`src/hw/rtl/hbbc_ram.sv`:
```
// Generic single-write, single-read RAM with registered read data.
// No dependencies.
`timescale 1ns / 1ps
`default_nettype none

module hbbc_ram #(
    parameter int WIDTH = 8,
    parameter int DEPTH = 16,
    parameter int AW    = (DEPTH > 1) ? $clog2(DEPTH) : 1
) (
    input  logic             i_clk,
    input  logic             i_wr_en,
    input  logic [AW-1:0]    i_wr_addr,
    input  logic [WIDTH-1:0] i_wr_data,
    input  logic [AW-1:0]    i_rd_addr,
    output logic [WIDTH-1:0] o_rd_data
);

    logic [WIDTH-1:0] r_mem [DEPTH];
    logic [WIDTH-1:0] r_rd_data;

    always_ff @(posedge i_clk) begin
        if (i_wr_en) begin
            r_mem[i_wr_addr] <= i_wr_data;
        end
        r_rd_data <= r_mem[i_rd_addr];
    end

    assign o_rd_data = r_rd_data;

endmodule

`default_nettype wire

```
`config.mk`:
```
export PLATFORM = sky130hd
export DESIGN_NAME = hbbc_ram
export DESIGN_NICKNAME = d
export VERILOG_FILES = /design/src/hw/rtl/hbbc_ram.sv
export SDC_FILE = /design/constraint.sdc
export NUM_CORES = 1
export LEC_CHECK = 0
export BUFFER_PORTS_ARGS = -buffer_cell sky130_fd_sc_hd__buf_4
export CORE_ASPECT_RATIO = 2
export CORE_MARGIN = 2
export CORE_UTILIZATION = 45
export CTS_BUF_LIST = sky130_fd_sc_hd__clkbuf_4 sky130_fd_sc_hd__clkbuf_8 sky130_fd_sc_hd__clkbuf_16
export DETAILED_ROUTE_END_ITERATION = 6
export GPL_TIMING_DRIVEN = 0
export SYNTH_ARGS = -nofsm -noshare
export SYNTH_HDL_FRONTEND = slang
export SYNTH_SLANG_ARGS = --single-unit
export TNS_END_PERCENT = 30
```
`constraint.sdc`:
```
create_clock -name i_clk -period 4.9 [get_ports i_clk]
set_input_delay 0.98 -clock i_clk [delete_from_list [all_inputs] [get_ports i_clk]]
set_output_delay 0.98 -clock i_clk [all_outputs]
set_load 0.02 [all_outputs]
```
# Yosys cells after proc, flatten, opt, wreduce, memory -nomap -nowiden
# Memory sizes are Yosys's and may differ from the RTL's. A register that Yosys moved wholly into a read port is not among the register bits.
# Index checks and enable logic that the tools add are counted.
# totals
reg_bits	0
ramBits	128
input_bits	18
out_inout_bits	8
wordCells	3
memories	1
# mem_list
name	words	width	read_ports	rd_clocked_by_memory_dff	wr	line_no	source
r_mem	16	8	1	1	1	19	logic [WIDTH-1:0] r_mem [DEPTH];
# classes
mux	2
# ops
op	n
$mux W1	2

# Logic depth before layout (Yosys ltp)
# logic_depth
depth_word	2
ltp_mapped	5
depth_no_buf	3

# Worst setup path after synthesis
# Ideal clock, no wire load.
# synth_path
path_type	in2reg
start	input i_wr_addr[2]
end	memory r_mem[0][0], enable pin
setup_time_ns	0.383
arrival_ns	2.090
slack_ns	2.427
cell_stages	2
n_path_buf	0
path_cell_list	or3b_2 -> nor3_1
# synth_rtl
element	line_no	source
start, declared	13	input logic [AW-1:0] i_wr_addr,
end, declared	19	
# No word-level cell before the write port.

# Worst setup path in the final report
# layout_path
start	input i_wr_addr[2]
end	memory r_mem[0][6], enable pin
# No word-level cell before the write port.

==> impl_metrics.env <==
export IMPL_outcome="finished clean"
export IMPL_slew_headroom_pct=13.24
export IMPL_rows=55
export IMPL_hpwl_um=6791
export IMPL_final_max_slew_viol_count=0
export IMPL_fp_dieH_um=155.3
export IMPL_ys_types=19
export IMPL_viasPerCell=5.555
export IMPL_grt_pass1_wl_um=15070
export IMPL_met2_usage_pct=32.45
export IMPL_met3_usage_pct=4.814
export IMPL_grt_max_degree=17
export IMPL_n_fill_cell=881
export IMPL_critPathKind="in2reg"
export IMPL_syn_area_um2=5147
export IMPL_ant_nets=0
export IMPL_first_iter_violations=122
export IMPL_drc=0
export IMPL_netlist_instances=229
export IMPL_worst_pin_slew_ns=1.291
export IMPL_synth_common_cells="edfxtp_1 (128), mux4_2 (18), a22oi_1 (16)"
export IMPL_numPortBuffers=24
export IMPL_r2r_end="o_rd_data[2]$_DFF_P_"
export IMPL_drt_pass1_iter_count=4
export IMPL_postCtsSetupBuffers=0
export IMPL_hold_class="reg2reg"
export IMPL_irDropWorstVdd_v=0.0002824
export IMPL_p_leak_uw=0.002022
export IMPL_initial_utilization_pct=45.89
export IMPL_yosys_warnings=0
export IMPL_ys_flop_type="edfxtp_1"
export IMPL_core_area_um2=11220
export IMPL_setup_violations=0
export IMPL_clk_latency_ns=0.41
export IMPL_cts_buffers=17
export IMPL_htreeDepth=4
export IMPL_synth_area_leaders="edfxtp_1 (75%), mux4_2 (7.9%), mux4_1 (7.1%)"
export IMPL_timing_rr_start="r_mem[0][2]$_DFFE_PP_"
export IMPL_finalClockSkew_ns=0.005207
export IMPL_grt_pass1_vias=2404
export IMPL_async_reset_ff_share_pct=0
export IMPL_crit_end="r_mem[0][6]$_DFFE_PP_"
export IMPL_ctsRootBufferMaster="clkbuf_16"
export IMPL_min_period_ns=2.594
export IMPL_min_path_cells=3
export IMPL_die_w_um=79.63
export IMPL_synth_nets=247
export IMPL_routabilityCongestion=0.8461
export IMPL_start_kind="input port"
export IMPL_fin_nets=290
export IMPL_grt_busiest_layer="met2"
export IMPL_rrSetupSlack_ns=3.45
export IMPL_hold_buffers=0
export IMPL_ios=26
export IMPL_path_clk_slew_ns=0.05
export IMPL_num_vias=2372
export IMPL_drive_above_1_share_pct=28.77
export IMPL_r2r_cells=3
export IMPL_seqCellArea_um2=4004
export IMPL_wl_um=10240
export IMPL_final_hold_viol_count=0
export IMPL_cts_buffer_depth=2
export IMPL_area_growth_pct=17.40
export IMPL_cts_sinks=136
export IMPL_diodes=0
export IMPL_seq_area_frac_synth_pct=77.78
export IMPL_synth_top_area_share_pct=74.67
export IMPL_grt_met1_usage_pct=20.35
export IMPL_wire_per_inst_um=23.99
export IMPL_cts_tree="done"
export IMPL_maxClockFrequency_ghz=0.3855
export IMPL_synth_top_cell_by_area="edfxtp_1"
export IMPL_end_kind="flop"
export IMPL_synth_edf_count=128
export IMPL_ys_ff_latch=136
export IMPL_required_ns=4.92
export IMPL_worst_path_max_fanout=8
export IMPL_multi_input_area_um2=1057
export IMPL_gr_total_overflow=0
export IMPL_antenna_found_initial=0
export IMPL_finalCritPeriodShare_pct=52.94
export IMPL_dieArea_um2=12360
export IMPL_critPathLaunch="i_wr_addr[2]"
export IMPL_cts_resized=0
export IMPL_drv_cap=0
export IMPL_avgSynthCellArea_um2=22.48
export IMPL_arrival_ns=2.61
export IMPL_pwr_density_cell_nw_per_um2=430.7
export IMPL_holdWs_ns=0.6847
export IMPL_yosysMostFrequentCell="edfxtp_1"
export IMPL_rsz0062_at_grt="false"
export IMPL_grtUsageTotal_pct=18.25
export IMPL_fin_tns_setup_ns=0
## sequential cells by signal (all words and copies together), names as in the netlist
signal     flops
r_mem        128
o_rd_data      8
## report_power, final
group,internal [uW],switching (uW)
logic,60.0,81.1
clock network,686,468
registers,1300,6.28
## through the flow
stage / utilization (%) / setup slack, ns / total power, uW / instances / area, um^2
2_1_floorplan: - / 2.427 / 1406 / 229 / 5147
3_3_place_gp: 49.08 / 1.820 / 1471 / 395 / 5505
3_5_place_dp: 49.08 / 1.842 / 1476 / 395 / 5505
4_1_cts: 53.88 / 2.293 / 2622 / 427 / 6043
5_1_grt: 53.88 / 2.233 / 2688 / 427 / 6043
6_report: 53.88 / 2.306 / 2603 / 427 / 6043
## worst min-delay path by stage
stage,startpoint,end,slack (ns)
finish,r_mem[14][0]$_DFFE_PP_,o_rd_data[0]$_DFF_P_,0.68
detailed placement,r_mem[14][0]$_DFFE_PP_,o_rd_data[0]$_DFF_P_,0.67
global route,r_mem[14][3]$_DFFE_PP_,o_rd_data[3]$_DFF_P_,0.71
CTS,r_mem[14][0]$_DFFE_PP_,o_rd_data[0]$_DFF_P_,0.68
floorplan,r_mem[7][0]$_DFFE_PP_,o_rd_data[0]$_DFF_P_,0.63
global placement,r_mem[14][0]$_DFFE_PP_,o_rd_data[0]$_DFF_P_,0.66
## cells in the final DEF (no fill, tap or decap), types with 2 or more instances in the layout
cell             netlist  final
clkinvlp_4             0      2
buf_6                  3      3
nand2b_1               2      2
nand3b_1               2      2
clkinv_2               0      6
dfxtp_1                8      8
mux4_1                14     14
clkbuf_16              0     17
buf_4                  1     25
clkinv_4               0      3
buf_2                  3      3
edfxtp_1             128    128
clkinv_1               0      3
a22oi_1               16     16
nor2_1                13     13
mux4_2                18     18
nor3_1                 4      4
clkdlybuf4s25_2        3      3
nand2_1                9      9
## cells by family after synthesis
| logic type | count (synthesis) | share of synthesized area (%) |
|---|---|---|
| DFF | 136 | 77.78 |
| buffers and inverters | 10 | 1.677 |
| AOI/OAI and AO/OA | 16 | 2.334 |
| and+or+nand+nor | 35 | 3.184 |
| muxes | 32 | 15.02 |
## routing by layer
| metal | wire [um] | vias to the layer above | share of wire (%) |
|---|---|---|---|
| met5 | 0 | - | 0 |
| met4 | 185 | 0 | 1.8 |
| met3 | 394 | 13 | 3.8 |
| met2 | 5861 | 65 | 57 |
| met1 | 3802 | 1234 | 37 |
| li1 | - | 1060 | - |
## cell type report
| cell class | count | area share (%) |
|---|---|---|
| plain buffers | 10 | 1.429 |
| clock buffers | 17 | 7.039 |
| clock inverters | 15 | 1.863 |
| multi-input cells | 83 | 17.49 |
| flip-flops and latches | 136 | 66.25 |
| well taps | 142 | 2.940 |
| repair buffers | 24 | 2.981 |
## critical path, cell delays in order
cell and delay [ns]:
buf_4 0.12, or3b_2 0.51, nor3_1 1.00
Note: power is estimated with default switching activity, not from simulation.
